### src/design/rgpc_pkg.sv
// Shared types, constants and arithmetic helpers for the ray ground point classifier.
`timescale 1ns / 1ps

package rgpc_pkg;

  // Width of the point index carried through the block.
  localparam int INDEX_BITS = 17;

  // Field widths fixed by the point format.
  localparam int RADIUS_W = 18;
  localparam int HEIGHT_W = 16;
  localparam int TAN_W    = 16;
  localparam int SVAL_W   = 20;

  // Configuration port widths.
  localparam int CFG_IDX_W  = 3;
  localparam int CFG_DATA_W = 16;

  // Register indexes on the configuration port.
  localparam logic [CFG_IDX_W-1:0] REG_SENSOR_HEIGHT  = 3'd0;
  localparam logic [CFG_IDX_W-1:0] REG_LOCAL_SLOPE    = 3'd1;
  localparam logic [CFG_IDX_W-1:0] REG_GENERAL_SLOPE  = 3'd2;
  localparam logic [CFG_IDX_W-1:0] REG_MIN_THRESHOLD  = 3'd3;
  localparam logic [CFG_IDX_W-1:0] REG_CONCENTRIC     = 3'd4;
  localparam logic [CFG_IDX_W-1:0] REG_RECLASS        = 3'd5;

  // Reset values of the registers.
  localparam logic [12:0] SENSOR_HEIGHT_RST = 13'd1780;
  localparam logic [15:0] LOCAL_SLOPE_RST   = 16'd5759;
  localparam logic [15:0] GENERAL_SLOPE_RST = 16'd5759;
  localparam logic [11:0] MIN_THRESHOLD_RST = 12'd50;
  localparam logic [15:0] CONCENTRIC_RST    = 16'd10;
  localparam logic [15:0] RECLASS_RST       = 16'd200;

  // Previous height after reset is minus the reset sensor height.
  localparam logic signed [HEIGHT_W-1:0] LAST_HEIGHT_RST = -16'sd1780;

  // Signed working value wide enough for every band edge.
  typedef logic signed [SVAL_W-1:0] sval_t;

  typedef struct packed {
    logic [12:0] sensor_height_mm;
    logic [15:0] local_slope_tan;
    logic [15:0] general_slope_tan;
    logic [11:0] min_height_threshold_mm;
    logic [15:0] concentric_distance_mm;
    logic [15:0] reclass_distance_mm;
  } cfg_t;

  // What the previous point of the ray left behind.
  typedef struct packed {
    logic [RADIUS_W-1:0]        radius;
    logic signed [HEIGHT_W-1:0] height;
    logic                       ground;
  } prev_t;

  // Tangent times distance magnitude, shifted down by 16, saturated at 65535.
  function automatic logic [15:0] sat_scale(input logic [TAN_W-1:0] tan_q16,
                                            input logic [RADIUS_W-1:0] mag);
    logic [TAN_W+RADIUS_W-1:0] prod;
    prod = {{RADIUS_W{1'b0}}, tan_q16} * {{TAN_W{1'b0}}, mag};
    if (|prod[TAN_W+RADIUS_W-1:32]) begin
      return 16'hFFFF;
    end
    return prod[31:16];
  endfunction

  // True when h lies within centre - t .. centre + t.
  function automatic logic in_band(input sval_t h, input sval_t centre, input sval_t t);
    return (h <= centre + t) && (h >= centre - t);
  endfunction

endpackage

### src/design/ray_ground_point_classifier.sv
// Top level of the ray ground point classifier: input stage, decision stage and result register.
`timescale 1ns / 1ps

// The block takes the points of one LiDAR ray in ascending radius order and
// answers each with its index and a ground mark, one result per point in
// arrival order. It accepts one point in every clock cycle while the result
// output is not stalled. A point is held in an input register after its
// transfer; a single decision stage then compares it with the state left by
// the previous point (radius, height, ground mark) and, once the result
// register is free, writes both the result register and that state. The
// sustained rate of one point a cycle rests on this loop through the state.
// A point with the ray start flag is judged as if the previous point sat at
// radius zero at minus the sensor height and was not ground. Registers are
// written through the configuration port, which is always ready; writes
// should only be made while no point is in flight. Indexes beyond the
// register list are ignored.

module ray_ground_point_classifier
  import rgpc_pkg::*;
(
  input  logic                       clk,
  input  logic                       rst_n,
  // Point input
  input  logic                       in_valid,
  output logic                       in_stall,
  input  logic [RADIUS_W-1:0]        in_radius_mm,
  input  logic signed [HEIGHT_W-1:0] in_height_mm,
  input  logic [INDEX_BITS-1:0]      in_point_index,
  input  logic                       in_ray_start,
  // Result output
  output logic                       out_valid,
  input  logic                       out_stall,
  output logic [INDEX_BITS-1:0]      out_index,
  output logic                       out_is_ground,
  // Configuration writes
  input  logic                       cfg_valid,
  output logic                       cfg_ready,
  input  logic [CFG_IDX_W-1:0]       cfg_index,
  input  logic [CFG_DATA_W-1:0]      cfg_data
);

  cfg_t cfg;

  // Input stage.
  logic                       s1_valid_r;
  logic                       s1_valid_nxt;
  logic [RADIUS_W-1:0]        s1_radius_r;
  logic signed [HEIGHT_W-1:0] s1_height_r;
  logic [INDEX_BITS-1:0]      s1_index_r;
  logic                       s1_start_r;

  // Result register.
  logic                       out_valid_r;
  logic                       out_valid_nxt;
  logic [INDEX_BITS-1:0]      out_index_r;
  logic                       out_ground_r;

  // State left by the previous point.
  prev_t                      last_r;
  prev_t                      last_nxt;

  logic                       in_xfer;
  logic                       out_free;
  logic                       s1_adv;
  logic                       ground;

  // Configuration writes are always taken.
  assign cfg_ready = 1'b1;

  rgpc_cfg_regs u_cfg_regs (
    .clk      (clk),
    .rst_n    (rst_n),
    .wr_en    (cfg_valid && cfg_ready),
    .wr_index (cfg_index),
    .wr_data  (cfg_data),
    .cfg      (cfg)
  );

  // The result register can take a new result when it is empty or being
  // drained in this cycle, so the input stage keeps flowing under a full output that is being drained.
  assign out_free = !out_valid_r || !out_stall;
  assign s1_adv   = s1_valid_r && out_free;
  assign in_stall = s1_valid_r && !out_free;
  assign in_xfer  = in_valid && !in_stall;

  assign s1_valid_nxt  = in_xfer || (s1_valid_r && !out_free);
  assign out_valid_nxt = out_free ? s1_valid_r : out_valid_r;

  rgpc_classify u_classify (
    .cfg       (cfg),
    .last      (last_r),
    .radius_mm (s1_radius_r),
    .height_mm (s1_height_r),
    .ray_start (s1_start_r),
    .is_ground (ground)
  );

  // The judged point becomes the reference for the next one.
  always_comb begin
    last_nxt = last_r;
    if (s1_adv) begin
      last_nxt.radius = s1_radius_r;
      last_nxt.height = s1_height_r;
      last_nxt.ground = ground;
    end
  end

  always_ff @(posedge clk) begin
    if (!rst_n) begin
      s1_valid_r    <= 1'b0;
      out_valid_r   <= 1'b0;
      last_r.radius <= '0;
      last_r.height <= LAST_HEIGHT_RST;
      last_r.ground <= 1'b0;
    end else begin
      s1_valid_r  <= s1_valid_nxt;
      out_valid_r <= out_valid_nxt;
      last_r      <= last_nxt;
    end
  end

  always_ff @(posedge clk) begin
    if (in_xfer) begin
      s1_radius_r <= in_radius_mm;
      s1_height_r <= in_height_mm;
      s1_index_r  <= in_point_index;
      s1_start_r  <= in_ray_start;
    end
    if (s1_adv) begin
      out_index_r  <= s1_index_r;
      out_ground_r <= ground;
    end
  end

  assign out_valid     = out_valid_r;
  assign out_index     = out_index_r;
  assign out_is_ground = out_ground_r;

  // The input stage only stalls behind a full, stalled result register.
  a_stall_cause : assert property (@(posedge clk) disable iff (!rst_n)
    in_stall |-> (out_valid_r && out_stall && s1_valid_r))
    else $error("input stalled without a blocked result");

  // A point leaving the input stage always shows up as a result.
  a_result_follows : assert property (@(posedge clk) disable iff (!rst_n)
    s1_adv |=> (out_valid_r && out_index_r == $past(s1_index_r)))
    else $error("result register missed a point");

  // The state tracks the last judged point.
  a_state_update : assert property (@(posedge clk) disable iff (!rst_n)
    s1_adv |=> (last_r.radius == $past(s1_radius_r) &&
                last_r.ground == out_ground_r))
    else $error("previous point state not updated");

  // Without a transfer out of the input stage the state holds.
  a_state_hold : assert property (@(posedge clk) disable iff (!rst_n)
    !s1_adv |=> $stable(last_r))
    else $error("previous point state changed without a point");

endmodule

### src/design/rgpc_cfg_regs.sv
// Configuration register file of the ray ground point classifier.
`timescale 1ns / 1ps

module rgpc_cfg_regs
  import rgpc_pkg::*;
(
  input  logic                  clk,
  input  logic                  rst_n,
  input  logic                  wr_en,
  input  logic [CFG_IDX_W-1:0]  wr_index,
  input  logic [CFG_DATA_W-1:0] wr_data,
  output cfg_t                  cfg
);

  cfg_t cfg_r;
  cfg_t cfg_nxt;

  always_comb begin
    cfg_nxt = cfg_r;
    if (wr_en) begin
      case (wr_index)
        REG_SENSOR_HEIGHT: cfg_nxt.sensor_height_mm        = wr_data[12:0];
        REG_LOCAL_SLOPE:   cfg_nxt.local_slope_tan         = wr_data;
        REG_GENERAL_SLOPE: cfg_nxt.general_slope_tan       = wr_data;
        REG_MIN_THRESHOLD: cfg_nxt.min_height_threshold_mm = wr_data[11:0];
        REG_CONCENTRIC:    cfg_nxt.concentric_distance_mm  = wr_data;
        REG_RECLASS:       cfg_nxt.reclass_distance_mm     = wr_data;
        default:           cfg_nxt = cfg_r;
      endcase
    end
  end

  always_ff @(posedge clk) begin
    if (!rst_n) begin
      cfg_r.sensor_height_mm        <= SENSOR_HEIGHT_RST;
      cfg_r.local_slope_tan         <= LOCAL_SLOPE_RST;
      cfg_r.general_slope_tan       <= GENERAL_SLOPE_RST;
      cfg_r.min_height_threshold_mm <= MIN_THRESHOLD_RST;
      cfg_r.concentric_distance_mm  <= CONCENTRIC_RST;
      cfg_r.reclass_distance_mm     <= RECLASS_RST;
    end else begin
      cfg_r <= cfg_nxt;
    end
  end

  assign cfg = cfg_r;

endmodule

### src/design/rgpc_classify.sv
// Combinational ground decision for one point against the previous point of its ray.
`timescale 1ns / 1ps

module rgpc_classify
  import rgpc_pkg::*;
(
  input  cfg_t                       cfg,
  input  prev_t                      last,
  input  logic [RADIUS_W-1:0]        radius_mm,
  input  logic signed [HEIGHT_W-1:0] height_mm,
  input  logic                       ray_start,
  output logic                       is_ground
);

  logic [RADIUS_W-1:0]        ref_radius;
  logic signed [HEIGHT_W-1:0] ref_height;
  logic                       ref_ground;
  sval_t                      base;
  sval_t                      h;
  sval_t                      gap;
  sval_t                      gap_neg_val;
  logic                       gap_neg;
  logic [RADIUS_W-1:0]        gap_mag;
  logic [15:0]                p_local;
  logic [15:0]                p_general;
  sval_t                      t_local_raw;
  sval_t                      t_local;
  sval_t                      t_general;
  logic                       near_prev;

  always_comb begin
    // A new ray starts from radius zero on the sensor's ground plane.
    base       = -sval_t'({{(SVAL_W-13){1'b0}}, cfg.sensor_height_mm});
    ref_radius = ray_start ? '0 : last.radius;
    ref_height = ray_start ? base[HEIGHT_W-1:0] : last.height;
    ref_ground = ray_start ? 1'b0 : last.ground;

    h           = sval_t'(height_mm);
    gap         = sval_t'({2'b00, radius_mm}) - sval_t'({2'b00, ref_radius});
    gap_neg     = gap[SVAL_W-1];
    gap_neg_val = -gap;
    gap_mag     = gap_neg ? gap_neg_val[RADIUS_W-1:0] : gap[RADIUS_W-1:0];

    p_local     = sat_scale(cfg.local_slope_tan, gap_mag);
    p_general   = sat_scale(cfg.general_slope_tan, radius_mm);

    // The local threshold carries the sign of the gap.
    t_local_raw = sval_t'({4'd0, p_local});
    if (gap_neg) begin
      t_local_raw = -sval_t'({4'd0, p_local});
    end
    t_general   = sval_t'({4'd0, p_general});

    // Wide gaps get at least the minimum threshold.
    t_local = t_local_raw;
    if ((gap > sval_t'({4'd0, cfg.concentric_distance_mm})) &&
        (t_local_raw < sval_t'({8'd0, cfg.min_height_threshold_mm}))) begin
      t_local = sval_t'({8'd0, cfg.min_height_threshold_mm});
    end

    near_prev = in_band(h, sval_t'(ref_height), t_local);
    if (near_prev) begin
      is_ground = ref_ground || in_band(h, base, t_general);
    end else begin
      is_ground = (gap > sval_t'({4'd0, cfg.reclass_distance_mm})) &&
                  in_band(h, base, t_local);
    end
  end

endmodule
### config.mk
export PLATFORM = sky130hd
export DESIGN_NAME = ray_ground_point_classifier
export DESIGN_NICKNAME = d
export VERILOG_FILES = /design/src/design/rgpc_pkg.sv /design/src/design/ray_ground_point_classifier.sv /design/src/design/rgpc_cfg_regs.sv /design/src/design/rgpc_classify.sv
export SDC_FILE = /design/constraint.sdc
export NUM_CORES = 2
export LEC_CHECK = 0
export ABC_CLOCK_PERIOD_IN_PS = 51200
export BUFFER_PORTS_ARGS = -buffer_cell sky130_fd_sc_hd__buf_2
export CAP_MARGIN = 20
export CORE_MARGIN = 1.5
export CORE_UTILIZATION = 67
export CTS_CLUSTER_DIAMETER = 50
export CTS_CLUSTER_SIZE = 30
export DETAILED_ROUTE_END_ITERATION = 10
export PLACE_DENSITY = 0.85
export SLEW_MARGIN = 15
export SYNTH_ARGS = -nofsm -noshare
export SYNTH_HDL_FRONTEND = slang
export SYNTH_SLANG_ARGS = --single-unit
### constraint.sdc
create_clock -name clk -period 51.2 [get_ports clk]
set_input_delay 7.68 -clock clk [delete_from_list [all_inputs] [get_ports clk]]
set_output_delay 7.68 -clock clk [all_outputs]
set_load 0.01 [all_outputs]
* Word level (Yosys, flattened, before mapping)
Cells that the tools add are included. W data, S select, Z words.
Storage, ports and cells: bits in registers 196, input bits 76, logic and storage cells 80
Operators by class: add/subtract/negate cells 10, $mul 2, $lt $le $gt $ge 9, eq/ne operators 5, mux-type cells 13, reduce and logical (&&, ||, !) cells 24
Operators with widths (count):
- $mux W16 | 5
- $mul A16 B18 Y34 | 2
- $ge A16 B20 Y1 | 3
- $le A16 B20 Y1 | 3
- $mux W20 | 2
- $gt A19 B17 Y1 | 2
- $mux W18 | 2
- $add A16 B20 Y20 | 1
- $add A20 B17 Y20 | 1
- $add A20 B20 Y20 | 1
- $lt A20 B13 Y1 | 1
- $neg A13 Y20 | 1
- $neg A16 Y20 | 1
- $sub A16 B20 Y20 | 1
- $sub A20 B17 Y20 | 1
- $sub A20 B20 Y20 | 1
- $sub A18 B18 Y19 | 1
- $neg A18 Y18 | 1
- $reduce_and A2 Y1 | 6
- $logic_and A1 B1 Y1 | 8
- $eq A3 B2 Y1 const B | 2
- $eq A3 B3 Y1 const B | 2
- $logic_not A1 Y1 | 4
- $mux W1 | 4
- 4 further kinds | 7

* Longest topological paths before layout
word-level depth 18, mapped depth 91, gate-level depth less buffers 85

* Modules after synthesis
Synthesis repeated with hierarchy kept, for this count alone.
Unflattened totals: cells, all modules 4090, area total of the unflattened synthesis 35995.8 µm²
Modules (own cells, without submodules):
- rgpc_classify | times used 1, cells an instance 3534, area each 28932.7 µm²
- ray_ground_point_classifier | times used 1, cells an instance 232, area each 3661.0 µm²
- rgpc_cfg_regs | times used 1, cells an instance 324, area each 3402.0 µm²

* Least setup slack after synthesis
Ideal clock, no wire load.
kind register to register, from register s1_start_r, to register last_r[0] (netlist name), arrival 17798 ps, data required time 51083 ps, slack 33285 ps, cell stages (with the launch flop) 84, buffers on the path 8, cell sequence edfxtp_1 clkbuf_1 buf_1 nor2b_1 ha_1 inv_1 fa_1 a211o_1 a2111oi_4 o21ai_2 and4_1 o41ai_1 xnor2_1 o31ai_1 xnor2_1 clkbuf_1 nand2_1 fa_1 (+48 left out) nor3_1 o311a_1 o41ai_1 xnor2_1 ha_1 nand4_1 nor2_1 nand2_1 or3_1 o211ai_1 nor2_1 o21ai_0 xor2_1 o21ai_0 a21oi_1 and3_1 mux2_2 a31o_2
Between the ends: longest elaborated chain between the ends 18, elaborated cells on any way between the ends 30, those cells by class add/sub (7); mul (1); order compare (7); mux (9); reduce/logical (6)
Ends and longest elaborated chain:
- start: declaration | line ray_ground_point_classifier.sv:50 | logic s1_start_r;
- start signal: assignment | line ray_ground_point_classifier.sv:127 | s1_start_r <= in_ray_start;
- $mux W18 | line rgpc_classify.sv:34 | ref_radius = ray_start ? '0 : last.radius;
- $sub A18 B18 Y19 | line rgpc_classify.sv:39 | gap = sval_t'({2'b00, radius_mm}) - sval_t'({2'b00, ref_radius});
- $neg A18 Y18 | line rgpc_classify.sv:41 | gap_neg_val = -gap;
- $mux W18 | line rgpc_classify.sv:42 | gap_mag = gap_neg ? gap_neg_val[RADIUS_W-1:0] : gap[RADIUS_W-1:0];
- $mul A16 B18 Y34 | line rgpc_pkg.sv:61 | prod = {{RADIUS_W{1'b0}}, tan_q16} * {{TAN_W{1'b0}}, mag};
- $reduce_or A2 Y1 | line rgpc_pkg.sv:62 | if (|prod[TAN_W+RADIUS_W-1:32]) begin
- $mux W1 | line rgpc_pkg.sv:62
- $mux W16 | line rgpc_pkg.sv:65 | return prod[31:16];
- (+3 left out)
- $logic_and A1 B1 Y1 | line rgpc_classify.sv:56 | if ((gap > sval_t'({4'd0, cfg.concentric_distance_mm})) &&
- $mux W20 | line rgpc_classify.sv:56
- $add A20 B20 Y20 / $sub A20 B20 Y20 (equally long branches) | line rgpc_pkg.sv:70 | return (h <= centre + t) && (h >= centre - t);
- $le A16 B20 Y1 / $ge A16 B20 Y1 (equally long branches) | line rgpc_pkg.sv:70
- $logic_and A1 B1 Y1 | line rgpc_pkg.sv:70
- $logic_and A1 B1 Y1 | line rgpc_classify.sv:65 | is_ground = (gap > sval_t'({4'd0, cfg.reclass_distance_mm})) &&
- $mux W1 (*) | line rgpc_classify.sv:62 | if (near_prev) begin
- via ground | line ray_ground_point_classifier.sv:65 | logic ground;
- end signal: assignment | line ray_ground_point_classifier.sv:118 | last_r <= last_nxt;
- end: declaration | line ray_ground_point_classifier.sv:59 | prev_t last_r;
Mark *: on every way through the listed nets, which the timed path passes. The rest lies on a longest branch. A chain may end at the register's enable or synchronous reset.

* Worst setup path after layout
Same ends and word-level chain as after synthesis.

==> summary.txt <==
Post-Synthesis Cells -> 4350
Hold depth -> 0
All-Layer GR Usage -> 34.73%
Fraction of final layout cells with drive strength greater than 1 -> 5.774%
Vias in the first global route -> 30960
Maximum number of pins on one net before global-route repair -> 122
Result of the run -> finished clean
Worst Tran Pin Value -> 1166 ps
Setup repair after global routing missed its margin -> no
GPL Wtd Cong -> 0.9686
Top-area cell type share of the netlist area -> 24.60%
Largest family of logic cells by synthesized area -> adder cells
Count leader, synth -> nand2_1
Area used by multi-input combinational logic -> 28950 sq um
Predominant post-synthesis flop cell -> dfxtp_1
Number of design rule violations left after detail routing -> 0
Number of nets in the final layout -> 5359
Via count normalized by instance count -> 6.016
Count of cell types in the netlist -> 81
Final hold violation count -> 0
Root cell of the clock tree -> clkbuf_16
Total clock buffers created by CTS -> 17
Total detailed-routing wirelength -> 94.69 mm
Element type at the critical path start -> flop
Cell class contributing the biggest share of worst-path delay -> compound AO/OA/AOI/OAI gates
Final instance area -> 38260 sq um
Library cell occupying the most area in the post-synthesis netlist -> fa_1
Critical Path Max Stage Delay -> 770 ps
IO Count -> 97
Worst R2R End -> last_r[0]
Area of the core -> 53810 sq um
Most used standard cells in the synthesized netlist -> 681 x nand2_1, 627 x inv_1, 500 x ha_1
Total negative setup slack -> 0 ps
Number of clock sinks -> 196
Worst-skew pair later-pin latency -> 470 ps
Length in cells of the worst reg-to-reg path -> 80
Total of flip-flops plus latches after synthesis -> 196
Core occupancy in the finished layout -> 71.09%
Remaining global-route overflow -> 0
Diode count -> 0
Horizontal die dimension -> 236.5 um
Post-detailed-placement half-perimeter wirelength -> 74.95 mm
Final ANT Viol Nets -> 0
Bufs and invs on worst path -> 6
Number of gates given a new drive strength after cts -> 0
Clock transition at the register clock pins on the worst setup and hold paths after CTS -> 80 ps
Effective utilization at floorplan -> 67.90%
Die Y -> 236.5 um
Count of input and output buffers -> 95
Total die area -> 55950 sq um
Final standard cell count with taps included and fillers excluded -> 5043
Synthesized area -> 36540 sq um
Period utilization -> 38.77%
Deepest level of the CTS H-tree -> 4
Min Tclk post-route -> 19850 ps
Start-to-end type of the worst setup path -> reg2reg
Mean instance size in the synthesized netlist -> 8.400 sq um
Highest achievable clock rate -> 50.38 MHz
Wire length of the first global-routing pass -> 155.8 mm
Post-Synthesis Net Count -> 5375
Post-synth ARST share -> 0%
Synth Area in XOR/XNOR -> 4.051%
Max-capacitance violation count -> 0
Launching point of the worst reg2reg path -> s1_start_r
Sequential cell area in the final layout -> 4624 sq um
Max-Slew Margin vs Limit -> 21.87%
Top cell by count, worst path -> o21ai_0
Worst Path Required -> 51560 ps
Setup Skew -> 13.90 ps
Simple-gate share of the synthesized area -> 19.93%
Arithmetic-cell share of the synthesized area counting full adders, half adders and majority gates -> 41.72%
Hold bufs inserted after CTS -> 0
Average wire per standard cell -> 18.78 um
Num rows -> 85
Critical Path Sink -> last_r[0]
Area growth from synthesis to layout -> 4.698%
Number of DRC violations after detailed-routing iteration 0 -> 2597
Vias after detailed routing -> 30340
Critical path launch point -> s1_start_r
Synthesis warning total -> 0
Largest fanout on the critical path -> 38
Number of cells after detailed placement -> 5010
Critical Path Stages -> 80
CTS Buffer Depth -> 2
CTS tree -> done
Cell with the largest stage delay on the worst path -> or4b_1
Max-slew violations -> 0
Synth Area in Compound Gates -> 11.86%
CP arrival -> 20210 ps
Multiplexer share of the synthesized area -> 1.428%
Slack of the worst reg-to-reg path -> 31350 ps
Proportion of synthesized chip area in sequential cells -> 12.66%
Initial antenna violation count -> 0
Class of the tightest hold or removal check -> reg2reg
Nature of the critical path endpoint -> flop
Final-report setup violation count -> 0
Top area cells in the synthesized netlist -> fa_1 25%, ha_1 17%, nand2_1 7.0%
Filler Cells Inserted -> 4152
Pre-antenna DRT Iters -> 5
Placed Instance Area -> 37650 sq um
Count of flip-flops with a built-in enable after synthesis -> 70
# Post-CTS Setup Buffers -> 0
-- layout make-up --
type | count | share of cell area [%]
clock buffers | 17 | 1.112
clock inverters | 15 | 0.3925
inverters | 628 | 6.162
multi-input cells | 3345 | 75.67
flip-flops and latches | 196 | 12.09
well taps | 696 | 2.276
repair buffers | 146 | 2.302
-- layer usage --
metal | part of all wire (%) | vias to the layer above | GRT usage (%)
met5 | 0 | - | 0
li1 | - | 14080 | -
met3 | 8.4 | 278 | 6.015
met2 | 46 | 1358 | 57.48
met1 | 41 | 14620 | 45.34
met4 | 4.2 | 0 | 13.93
-- layout by cell type, fill, tap and decap left out, drive strengths merged, types with 93 or more instances in the layout --
cell type,count
ha,500
o21ai,125
dfxtp,126
xnor2,127
and2,243
a21boi,93
fa,449
nand2,681
a21oi,166
buf,146
inv,633
nor2,178
-- sequential cells by signal, indices dropped and copies added (netlist names) --
signal and cells:
u_cfg_regs.cfg 89, last_r 35, s1_radius_r 18, out_index 17
s1_index_r 17, s1_height_r 16, out_is_ground 1, out_valid 1
s1_start_r 1, s1_valid_r 1
-- how the worst min path moves through the flow --
| stage | startpoint | end | slack (ps) |
|---|---|---|---|
| after floorplan | s1_index_r[0] | out_index[0] | 400 |
| final | s1_index_r[15] | out_index[15] | 410 |
| after global placement | s1_index_r[5] | out_index[5] | 400 |
| after global routing | s1_index_r[15] | out_index[15] | 420 |
| after detailed placement | s1_index_r[0] | out_index[0] | 410 |
| after CTS | s1_index_r[15] | out_index[15] | 420 |
-- cell families after synthesis --
| kind of cell | count (synthesis) |
|---|---|
| AOI/OAI and AO/OA | 658 |
| xor gates and xnor gates | 169 |
| muxes | 46 |
| other | 1 |
| DFF | 196 |
| and+or+nand+nor | 1522 |
| buffers and inverters | 809 |
| adders and majority gates | 949 |
-- through the flow --
| stage | hold slack, ps | setup slack, ps |
|---|---|---|
| 3_5_place_dp | 405.6 | 31770 |
| 4_1_cts | 416.9 | 31650 |
| 2_1_floorplan | 400.3 | 33290 |
| 5_1_grt | 422.9 | 29830 |
| 6_report | 414.6 | 31350 |
| 3_3_place_gp | 400.7 | 32180 |
Power is not shown: default switching activity piles up to over one toggle a cycle in this logic, so the estimate is an artifact.
